===== src/rtl/bdq_pkg.sv =====
// Package for the bounded double-ended queue.
// Holds the command and response payload types, status codes and the
// control and status groups shared by the controller and datapath.
package bdq_pkg;

    localparam int VALUE_BITS = 32;
    localparam int CAP_BITS = 5;
    localparam logic [CAP_BITS-1:0] CAP_RESET = 5'd16;

    typedef enum logic [1:0] {
        ACT_PUSH_LEFT  = 2'd0,
        ACT_PUSH_RIGHT = 2'd1,
        ACT_POP_LEFT   = 2'd2,
        ACT_POP_RIGHT  = 2'd3
    } action_t;

    typedef enum logic [1:0] {
        ST_PUSHED = 2'd0,
        ST_POPPED = 2'd1,
        ST_FULL   = 2'd2,
        ST_EMPTY  = 2'd3
    } status_t;

    typedef struct packed {
        action_t                       action;
        logic signed [VALUE_BITS-1:0]  push_value;
    } cmd_item_t;

    typedef struct packed {
        status_t                       status;
        logic                          side;
        logic signed [VALUE_BITS-1:0]  result_value;
    } rsp_item_t;

    typedef struct packed {
        logic exec;
        logic load_direct;
        logic load_read;
    } ctl_t;

    typedef struct packed {
        logic is_push;
        logic refuse;
        logic rsp_busy;
    } sts_t;

endpackage


===== src/rtl/bdq_ctrl.sv =====
// Controller of the bounded double-ended queue.
// Sequences each request and steers the datapath; depends on bdq_pkg.
module bdq_ctrl (
    input  logic          clk,
    input  logic          rst_n,
    input  logic          cmd_valid,
    output logic          cmd_ready,
    input  logic          rsp_ready,
    input  bdq_pkg::sts_t sts,
    output bdq_pkg::ctl_t ctl
);
    import bdq_pkg::*;

    typedef enum logic [0:0] {
        S_IDLE,
        S_READ
    } state_t;

    state_t state_reg;
    state_t state_next;
    logic   accept;

    assign cmd_ready = (state_reg == S_IDLE) && (!sts.rsp_busy || rsp_ready);
    assign accept    = cmd_valid && cmd_ready;

    always_comb
    begin
        ctl.exec        = accept;
        ctl.load_direct = accept && (sts.is_push || sts.refuse);
        ctl.load_read   = (state_reg == S_READ);
        state_next      = state_reg;
        case (state_reg)
            S_IDLE:
            begin
                if (accept && !sts.is_push && !sts.refuse)
                begin
                    state_next = S_READ;
                end
            end
            S_READ:
            begin
                state_next = S_IDLE;
            end
            default:
            begin
                state_next = S_IDLE;
            end
        endcase
    end

    always_ff @(posedge clk or negedge rst_n)
    begin
        if (!rst_n)
        begin
            state_reg <= S_IDLE;
        end
        else
        begin
            state_reg <= state_next;
        end
    end

endmodule


===== src/rtl/bdq_dp.sv =====
// Datapath of the bounded double-ended queue: ring buffer memory, head
// pointer, entry count, capacity register and response register.
// Depends on bdq_pkg.
module bdq_dp #(
    parameter int DEPTH = 16
) (
    input  logic                               clk,
    input  logic                               rst_n,
    input  logic                               cap_we,
    input  logic [bdq_pkg::CAP_BITS-1:0]       cap_wdata,
    input  bdq_pkg::cmd_item_t                 cmd,
    input  logic                               rsp_ready,
    output logic                               rsp_valid,
    output bdq_pkg::rsp_item_t                 rsp,
    input  bdq_pkg::ctl_t                      ctl,
    output bdq_pkg::sts_t                      sts
);
    import bdq_pkg::*;

    localparam int AW = $clog2(DEPTH);
    localparam int CW = $clog2(DEPTH + 1);
    localparam int KW = (CW > CAP_BITS) ? CW : CAP_BITS;

    logic [VALUE_BITS-1:0] mem [DEPTH];

    logic [AW-1:0]         head_reg;
    logic [AW-1:0]         head_next;
    logic [CW-1:0]         count_reg;
    logic [CW-1:0]         count_next;
    logic [CAP_BITS-1:0]   cap_reg;
    logic                  rsp_valid_reg;
    logic                  rsp_valid_next;
    rsp_item_t             rsp_reg;
    logic                  pend_side_reg;
    logic [VALUE_BITS-1:0] rd_data_reg;

    logic                  is_push;
    logic                  side;
    logic                  full;
    logic                  empty;
    logic                  refuse;
    logic [KW-1:0]         cap_ext;
    logic [KW-1:0]         eff_cap;
    logic [AW-1:0]         head_inc;
    logic [AW-1:0]         head_dec;
    logic [CW-1:0]         offset;
    logic [AW:0]           right_sum;
    logic [AW-1:0]         right_pos;
    logic [AW-1:0]         addr;

    assign is_push = !cmd.action[1];
    assign side    = cmd.action[0];

    assign cap_ext = KW'(cap_reg);
    assign eff_cap = (cap_ext > KW'(DEPTH)) ? KW'(DEPTH) : cap_ext;
    assign full    = KW'(count_reg) >= eff_cap;
    assign empty   = (count_reg == '0);
    assign refuse  = is_push ? full : empty;

    assign head_inc = (head_reg == AW'(DEPTH - 1)) ? '0 : head_reg + AW'(1);
    assign head_dec = (head_reg == '0) ? AW'(DEPTH - 1) : head_reg - AW'(1);

    assign offset    = is_push ? count_reg : count_reg - CW'(1);
    assign right_sum = (AW + 1)'(head_reg) + (AW + 1)'(offset[AW-1:0]);
    assign right_pos = (right_sum >= (AW + 1)'(DEPTH))
                       ? AW'(right_sum - (AW + 1)'(DEPTH)) : right_sum[AW-1:0];

    always_comb
    begin
        if (side)
        begin
            addr = right_pos;
        end
        else
        begin
            addr = is_push ? head_dec : head_reg;
        end
    end

    always_comb
    begin
        head_next  = head_reg;
        count_next = count_reg;
        if (ctl.exec && !refuse)
        begin
            if (is_push)
            begin
                count_next = count_reg + CW'(1);
                if (!side)
                begin
                    head_next = head_dec;
                end
            end
            else
            begin
                count_next = count_reg - CW'(1);
                if (!side)
                begin
                    head_next = head_inc;
                end
            end
        end
    end

    always_comb
    begin
        rsp_valid_next = rsp_valid_reg;
        if (ctl.load_direct || ctl.load_read)
        begin
            rsp_valid_next = 1'b1;
        end
        else if (rsp_ready)
        begin
            rsp_valid_next = 1'b0;
        end
    end

    always_ff @(posedge clk or negedge rst_n)
    begin
        if (!rst_n)
        begin
            head_reg      <= '0;
            count_reg     <= '0;
            cap_reg       <= CAP_RESET;
            rsp_valid_reg <= 1'b0;
        end
        else
        begin
            head_reg      <= head_next;
            count_reg     <= count_next;
            rsp_valid_reg <= rsp_valid_next;
            if (cap_we)
            begin
                cap_reg <= cap_wdata;
            end
        end
    end

    always_ff @(posedge clk)
    begin
        if (ctl.exec && is_push && !refuse)
        begin
            mem[addr] <= cmd.push_value;
        end
        if (ctl.exec)
        begin
            rd_data_reg   <= mem[addr];
            pend_side_reg <= side;
        end
        if (ctl.load_direct)
        begin
            rsp_reg.side <= side;
            if (refuse)
            begin
                rsp_reg.status       <= is_push ? ST_FULL : ST_EMPTY;
                rsp_reg.result_value <= '0;
            end
            else
            begin
                rsp_reg.status       <= ST_PUSHED;
                rsp_reg.result_value <= cmd.push_value;
            end
        end
        else if (ctl.load_read)
        begin
            rsp_reg.status       <= ST_POPPED;
            rsp_reg.side         <= pend_side_reg;
            rsp_reg.result_value <= rd_data_reg;
        end
    end

    assign sts.is_push  = is_push;
    assign sts.refuse   = refuse;
    assign sts.rsp_busy = rsp_valid_reg;

    assign rsp_valid = rsp_valid_reg;
    assign rsp       = rsp_reg;

endmodule


===== src/rtl/bounded_double_ended_queue.sv =====
// Bounded double-ended queue: a ring buffer with push and pop at both ends.
// Pushes, full and empty results appear in the cycle after the request is taken.
// Pops pass through the registered ring buffer memory read, then the response register.
// One push per cycle while responses are taken; requests wait while a pop reads.
// Asynchronous active-low reset empties the queue and sets capacity to 16;
// memory contents are not cleared. Depends on bdq_pkg, bdq_ctrl and bdq_dp.
module bounded_double_ended_queue #(
    parameter int DEPTH = 16
) (
    input  logic                          clk,
    input  logic                          rst_n,
    input  logic                          cap_we,
    input  logic [bdq_pkg::CAP_BITS-1:0]  cap_wdata,
    input  logic                          cmd_valid,
    output logic                          cmd_ready,
    input  bdq_pkg::cmd_item_t            cmd,
    output logic                          rsp_valid,
    input  logic                          rsp_ready,
    output bdq_pkg::rsp_item_t            rsp
);
    import bdq_pkg::*;

    ctl_t ctl;
    sts_t sts;

    bdq_ctrl u_ctrl (
        .clk       (clk),
        .rst_n     (rst_n),
        .cmd_valid (cmd_valid),
        .cmd_ready (cmd_ready),
        .rsp_ready (rsp_ready),
        .sts       (sts),
        .ctl       (ctl)
    );

    bdq_dp #(
        .DEPTH (DEPTH)
    ) u_dp (
        .clk       (clk),
        .rst_n     (rst_n),
        .cap_we    (cap_we),
        .cap_wdata (cap_wdata),
        .cmd       (cmd),
        .rsp_ready (rsp_ready),
        .rsp_valid (rsp_valid),
        .rsp       (rsp),
        .ctl       (ctl),
        .sts       (sts)
    );

endmodule


===== config.mk =====
export PLATFORM = sky130hd
export DESIGN_NAME = bounded_double_ended_queue
export DESIGN_NICKNAME = d
export VERILOG_FILES = /design/src/rtl/bdq_pkg.sv /design/src/rtl/bdq_ctrl.sv /design/src/rtl/bdq_dp.sv /design/src/rtl/bounded_double_ended_queue.sv
export SDC_FILE = /design/constraint.sdc
export NUM_CORES = 1
export LEC_CHECK = 0
export ABC_AREA = 1
export BUFFER_PORTS_ARGS = -buffer_cell sky130_fd_sc_hd__buf_2
export CAP_MARGIN = 25
export CORE_AREA = 2 2 325 327
export DETAILED_ROUTE_END_ITERATION = 8
export DIE_AREA = 0 0 327 329
export PLACE_DENSITY = 0.44
export SLEW_MARGIN = 25
export SYNTH_ARGS = -nofsm -noshare
export SYNTH_HDL_FRONTEND = slang
export SYNTH_HIERARCHICAL = 1
export SYNTH_SLANG_ARGS = --single-unit

===== constraint.sdc =====
create_clock -name clk -period 4.6 [get_ports clk]
set_input_delay 0 -clock clk [delete_from_list [all_inputs] [get_ports clk]]
set_output_delay 0 -clock clk [all_outputs]
set_load 0.005 [all_outputs]

==> results of run 1 <==
[through the flow]
stage	area [um^2]	utilization
after detailed placement	28000	0.268
after global routing	30600	0.293
after CTS	30500	0.293
after global placement	28000	0.268
final	30600	0.293
after floorplan	25900	-
[cells in the mapped netlist (5+ instances only)]
master       n  share of area
a21oi_1      7         0.0014
buf_1        5        0.00073
buf_2       89          0.017
buf_4       27         0.0078
clkbuf_1    24         0.0035
dfrtp_1     15          0.015
edfxtp_1   580           0.67
ha_1        15         0.0073
inv_1      103          0.015
inv_2        7         0.0010
nand2_1   1237           0.18
nand3_1    301          0.058
nand4_1     10         0.0024
nor2_1      40         0.0058
o21ai_0     22         0.0043
xor2_1       5         0.0017
[critical path: stages (launching register included)]
cell,delay [ps]
dfrtp_1,400
inv_1,230
ha_1,240
xnor2_1,140
a21oi_1,90
ha_1,330
nand2_1,80
nand2_1,50
nor2_1,140
nand3_1,100
nand3_1,230
nand2_1,190
nor2_4,140
inv_2,100
nor2_4,550
buf_4,300
[cells by family (layout without fill, tap and decap cells)]
kind of cell / after synthesis / after routing
AOI/OAI and AO/OA: 34 / 34
buffers and inverters: 257 / 420
xor gates and xnor gates: 6 / 6
and+or+nand+nor: 1597 / 1597
adders and majority gates: 16 / 16
DFF: 596 / 596
[final cells by class]
class,instances,area (um^2),share of cell area
inverter,111,419,0.0137
sequential,596,17800,0.583
tap,1391,1740,0.0569
timing repair buffer,192,1500,0.0491
clock buffer,81,1750,0.0572
clock inverter,36,285,0.00933
multi-input combinational,1653,7060,0.231
[layer usage]
layer,wire [um],global-route usage,part of all wire,vias up
li1,-,-,-,8545
met1,35400,0.191,0.47,8648
met2,36500,0.233,0.48,298
met3,2730,0.0188,0.036,81
met4,1330,0.0375,0.018,0
met5,0,0,0,-
[path summary, 6_finish.rpt]
| check | startpoint | endpoint | slack (ps) | depth (start not counted) |
|---|---|---|---|---|
| hold reg to reg | u_dp/rd_data_reg[19] | u_dp/rsp[19] | 510 | 2 |
| min in group asynchronous | rst_n | u_dp/cap_ext[4] | 430 | 3 |
| setup / recovery | u_dp/count_reg[0] | u_dp/mem[14][12] | 980 | 15 |
| hold / removal | cmd_valid | u_ctrl/state_reg | 240 | 4 |
| max in group asynchronous | rst_n | u_dp/head_reg[0] | 2990 | 4 |
| setup reg to reg | u_dp/count_reg[0] | u_dp/mem[14][12] | 980 | 15 |
[power by group]
part           internal (W)  total (W)  leakage (nW)  switching, W
clock               0.00289    0.00509          1.01       0.00220
sequential          0.00666    0.00686          5.46      0.000208
combinational       0.00204    0.00732          5.98       0.00527
total                0.0116     0.0193          12.4       0.00768
[what timing repair did]
item | 4_1_cts | 5_1_grt
buffers inserted | 0 | 0
endpoints found under the hold margin | 575 | 0
hold buffers | 55 | 0
endpoints found under the setup margin | 0 | 0
==> impl_results.md, run 1 <==
- Routability cong.: 0.724
- Die ar.: 108000 um^2
- Final Max Slew Viols: 0
- Xor and xnor area share after synthesis: 0.00203
- Clock skew: 26.0 ps
- # IOs: 81
- Post-Synth Simple-Gate Area: 0.248
- Die Span Y: 329 um
- Clock tree buffer depth: 3
- Horiz. Die Dim: 327 um
- Placed Cells incl. Taps: 3887
- Compound-Gate Fraction of Synth Area: 0.00721
- CTS tree: done
- HPWL Detailed: 39600 um
- Final Critical Period: 3620 ps
- Endpoints failing setup: 0
- Port bufs: 80
- WHS: 240 ps
- Core area: 104000 um^2
- Clock slew at reported path FFs: 60 ps
- Drt initial violations: 1273
- Synthesis Warnings: 6
- Max FFs per register: 512
- Worst setup EP type: flip-flop
- Status: finished, final reports clean
- DRC: 0
- Syn nets: 2566
- Hold Fails Final Rpt: 0
- DRT Pass-1 Iters: 5
- WL final: 76000 um
- Seq/Total Area, Yosys: 0.689
- Syn Area/Cell: 10.3 um^2
- Cell Rows: 119
- Commonest cells after routing, fill and taps aside: 1236 x nand2_1, 580 x edfxtp_1, 301 x nand3_1, 100 x inv_1, 80 x buf_2
- Data arrival time of the critical path: 3930 ps
- Power, Total: 0.0193 W
- Ys async rst share: 0.0268
- Post-DRT Antenna Nets: 0
- Area share of fa/ha/maj cells after synthesis: 0.00803
- Post-Syn Area: 25900 um^2
- Unique cell type count in the Yosys netlist: 32
- FILL cells: 10800
- Hold/Removal Path Class: in -> reg
- Max VDD drop: 0.000488 V
- WS Path Type: reg -> reg
- H-tree depth: 3
- Fmax: 276 MHz
- Total negative slack: 0 ps
- Worst skew pair latency: 610 ps
- Initial antenna violation count: 0
- Cell count after synthesis: 2506
- Area Overhead vs Synth: 18.2%
- GRT Util Overall: 0.140
- Vias per cell: 4.33
- CP max FO: 14
- Largest family of logic cells by synthesized area: simple AND/OR/NAND/NOR gates
- Largest net degree at the start of global routing: 192
- Cell chosen for the clock root: clkbuf_16
- Post_cts resized: 0
- Most common cell after layout, fill and taps aside: nand2_1
- Post-synthesis mux area share: 0
- N_diodes: 0
- Post-synth EDFFs: 580
- CTS Buf Count: 68
- DP Worst Slack: 978 ps
- Setup WS post-layout: 980 ps
- First-pass GRT wire length: 114000 um
- Share of cells above drive strength 1: 0.102
- Final-stage net count: 2682
- Final Cycle Share: 0.787
- Lkg Pwr: 12.4 nW
- RSZ-0062 raised after global routing: false
- Flops & latches, synth: 596
- Grt ovf: 0
- Req. time, crit path: 4910 ps
- Power per Cell Area: 630 nW/um^2
- Starting Density: 0.248
- Finished Layout Cells: 4060
- Max-cap violations: 0
- Worst-Margin Slew: 843 ps
- DR vias: 17600
- Main flop type after synthesis: edfxtp_1
- CP Launch Type: flip-flop
- Clk sink count: 596
- DR WL/cell: 18.7 um
- Rel. slew slack: 0.438
- Vias in the first global route: 17100
Power figures use the tool's default switching activity.
==> run 2: changes to the inputs <==
Settings changed: PLACE_DENSITY 0.44 to 0.45.
Clock period 4.6 ns to 3 ns, I/O delays scaled along.
==> run 2 against run 1 <==
Wire length up 3.6%. Global-route usage about the same. Clock power up 67%. Via count up 1.4%. Total power up 64%. Hold slack worse by 100 ps. Clock skew up 3.4 ps. Critical path depth up 2. Register-to-register slack worse by 920 ps. Setup slack worse by 920 ps. Largest power group unchanged.
==> impl_results.md, run 2 (synthesis results as in run 1) <==
- Cell chosen for the clock root: clkbuf_16
- GRT Util Overall: 0.140 (-0.000304)
- Die Span Y: 329 um (unchanged)
- Clock skew: 29.4 ps (+3.39 ps)
- CP max stage cell: dfrtp_1
- Clock slew at reported path FFs: 60 ps (about the same)
- Reg2reg end: u_dp/mem[7][5]
- Final Critical Period: 2940 ps (-677 ps)
- Core area: 104000 um^2 (unchanged)
- Fmax: 340 MHz (+23%)
- Max FFs per register: 512 (unchanged)
- Worst setup EP type: flip-flop
- DR vias: 17800 (+1.4%)
- Cell Rows: 119 (unchanged)
- Clk sink count: 596 (unchanged)
- Cell Chain, Critical Path: inv_4 > ha_4 > xnor2_2 > a21oi_2 > ha_1 > nand2_1 > nor2_2 > nor2_2 > inv_1 > nand2_1 > nand3_2 > buf_6 > a21oi_4 > clkinv_4 > nor2_4 > buf_6 > buf_16
- First-pass GRT wire length: 113000 um (-0.21%)
- CP Launch Type: flip-flop
- Hold/Removal Path Class: in -> reg
- Area Overhead vs Synth: 24.9%
- Rel. slew slack: 0.467 (+0.0290)
- R2R depth: 17 (+2)
- H-tree depth: 3 (unchanged)
- Vias in the first global route: 17400 (+1.5%)
- Worst skew pair latency: 630 ps (+20 ps)
- Clock tree buffer depth: 3 (unchanged)
- CP max FO: 8 (-6)
- RSZ-0062 raised after global routing: true
- R2r setup slk: 60 ps (-920 ps)
- Max VDD drop: 0.000964 V (+97%)
- Max-cap violations: 0 (unchanged)
- Die ar.: 108000 um^2 (unchanged)
- Endpoints failing setup: 0 (unchanged)
- Starting Density: 0.248 (unchanged)
- Grt ovf: 0 (unchanged)
- Drt initial violations: 1292 (+1.5%)
- Horiz. Die Dim: 327 um (unchanged)
- Hold Fails Final Rpt: 0 (unchanged)
- Worst-Margin Slew: 797 ps (-46.1 ps)
- Slowest stage delay, CP: 380 ps (-170 ps)
- Port bufs: 80 (unchanged)
- Lkg Pwr: 13.1 nW (+5.4%)
- DP Worst Slack: -2.89 ps (-980 ps)
- Share of cells above drive strength 1: 0.136 (+0.0349)
- Power, Total: 0.0315 W (+64%)
- Crit path from: u_dp/count_reg[0]
- Final-stage net count: 2751 (+2.6%)
- Most common cell after layout, fill and taps aside: nand2_1
- WL final: 78700 um (+3.6%)
- Status: finished, final reports clean
- DRC: 0 (unchanged)
- Setup WS post-layout: 57.1 ps (-923 ps)
- CTS Buf Count: 69 (+1.5%)
- Critical Path Sink: u_dp/mem[7][5]
- Final Max Slew Viols: 0 (unchanged)
- # IOs: 81 (unchanged)
- Largest net degree at the start of global routing: 100 (-48%)
- Initial antenna violation count: 1 (+1)
- HPWL Detailed: 42900 um (+8.3%)
- Worst R2R Start: u_dp/count_reg[0]
- Final core utilization: 0.310 (+0.0167)
- Commonest cells after routing, fill and taps aside: 1229 x nand2_1, 580 x edfxtp_1, 300 x nand3_1, 94 x inv_1
- DRT Pass-1 Iters: 5 (unchanged)
- Req. time, crit path: 3320 ps (-1590 ps)
- CTS tree: done
- Data arrival time of the critical path: 3260 ps (-670 ps)
- N_diodes: 0 (unchanged)
- Post-DRT Antenna Nets: 0 (unchanged)
- Vias per cell: 4.31 (-0.34%)
- Routability cong.: 0.745 (+2.9%)
- DR WL/cell: 19.0 um (+1.7%)
- WS Path Type: reg -> reg
- Final Cycle Share: 0.981 (+0.194)
- Power per Cell Area: 975 nW/um^2 (+55%)
-- run 2: routing by layer --
metal / vias up / routed length [um] / global-route usage
li1: 8690 / - / -
met1: 8674 / 36800 / 0.194
met2: 371 / 36700 / 0.228
met3: 86 / 3460 / 0.0191
met4: 2 / 1720 / 0.0394
met5: - / 14 / 0
-- run 2: timing repair --
item	4_1_cts	5_1_grt
endpoints found under the hold margin	572	0
resized for setup	6	44
hold buffers	54	0
cloned	2	11
endpoints found under the setup margin	93	605
pin swaps	2	24
setup buffers	7	15
-- run 2: where the power goes --
group | switching (W) | internal, W
sequential | 0.000313 | 0.0102
combinational | 0.00852 | 0.00399
clock | 0.00344 | 0.00505
-- run 2: final cells by class --
type,instances,area [um^2]
clock inverter,30,383
multi-input combinational,1653,7230
sequential,596,17800
inverter,111,432
tap,1391,1740
fill,10600,72100
timing repair buffer,260,2870
clock buffer,91,1850
-- run 2: worst max-delay path, delay by kind of cell, from the launching register on --
kind	cells	cell delay (ps)
compound gates	2	300
xor+xnor	1	180
fa+ha+maj	2	500
buf+inv	6	670
flops	1	380
simple gates	6	590
-- run 2: per-stage QoR --
stage / hold WS [ps] / std cells / setup TNS, ps / cell area (um^2)
2_1_floorplan: -296 / 2506 / -116820 / 26100
6_report: 136 / 4132 / 0 / 32300
3_3_place_gp: -37.0 / 3927 / -1490 / 28900
3_5_place_dp: -40.9 / 3927 / -13.2 / 28900
4_1_cts: 97.1 / 4111 / -65.1 / 31800
5_1_grt: 154 / 4132 / -3680 / 32300
-- run 2: worst min path at each step --
| stage | startpoint | end | depth (start not counted) |
|---|---|---|---|
| finish | rsp_ready | u_dp/rsp_valid | 3 |
| global route | rsp_ready | u_dp/rsp_valid | 3 |
| CTS | rsp_ready | u_dp/rsp_valid | 3 |
| detailed placement | rst_n | u_dp/cap_ext[0] | 1 |
| global placement | rst_n | u_dp/cap_ext[0] | 1 |
| floorplan | rst_n | u_ctrl/state_reg | 0 |
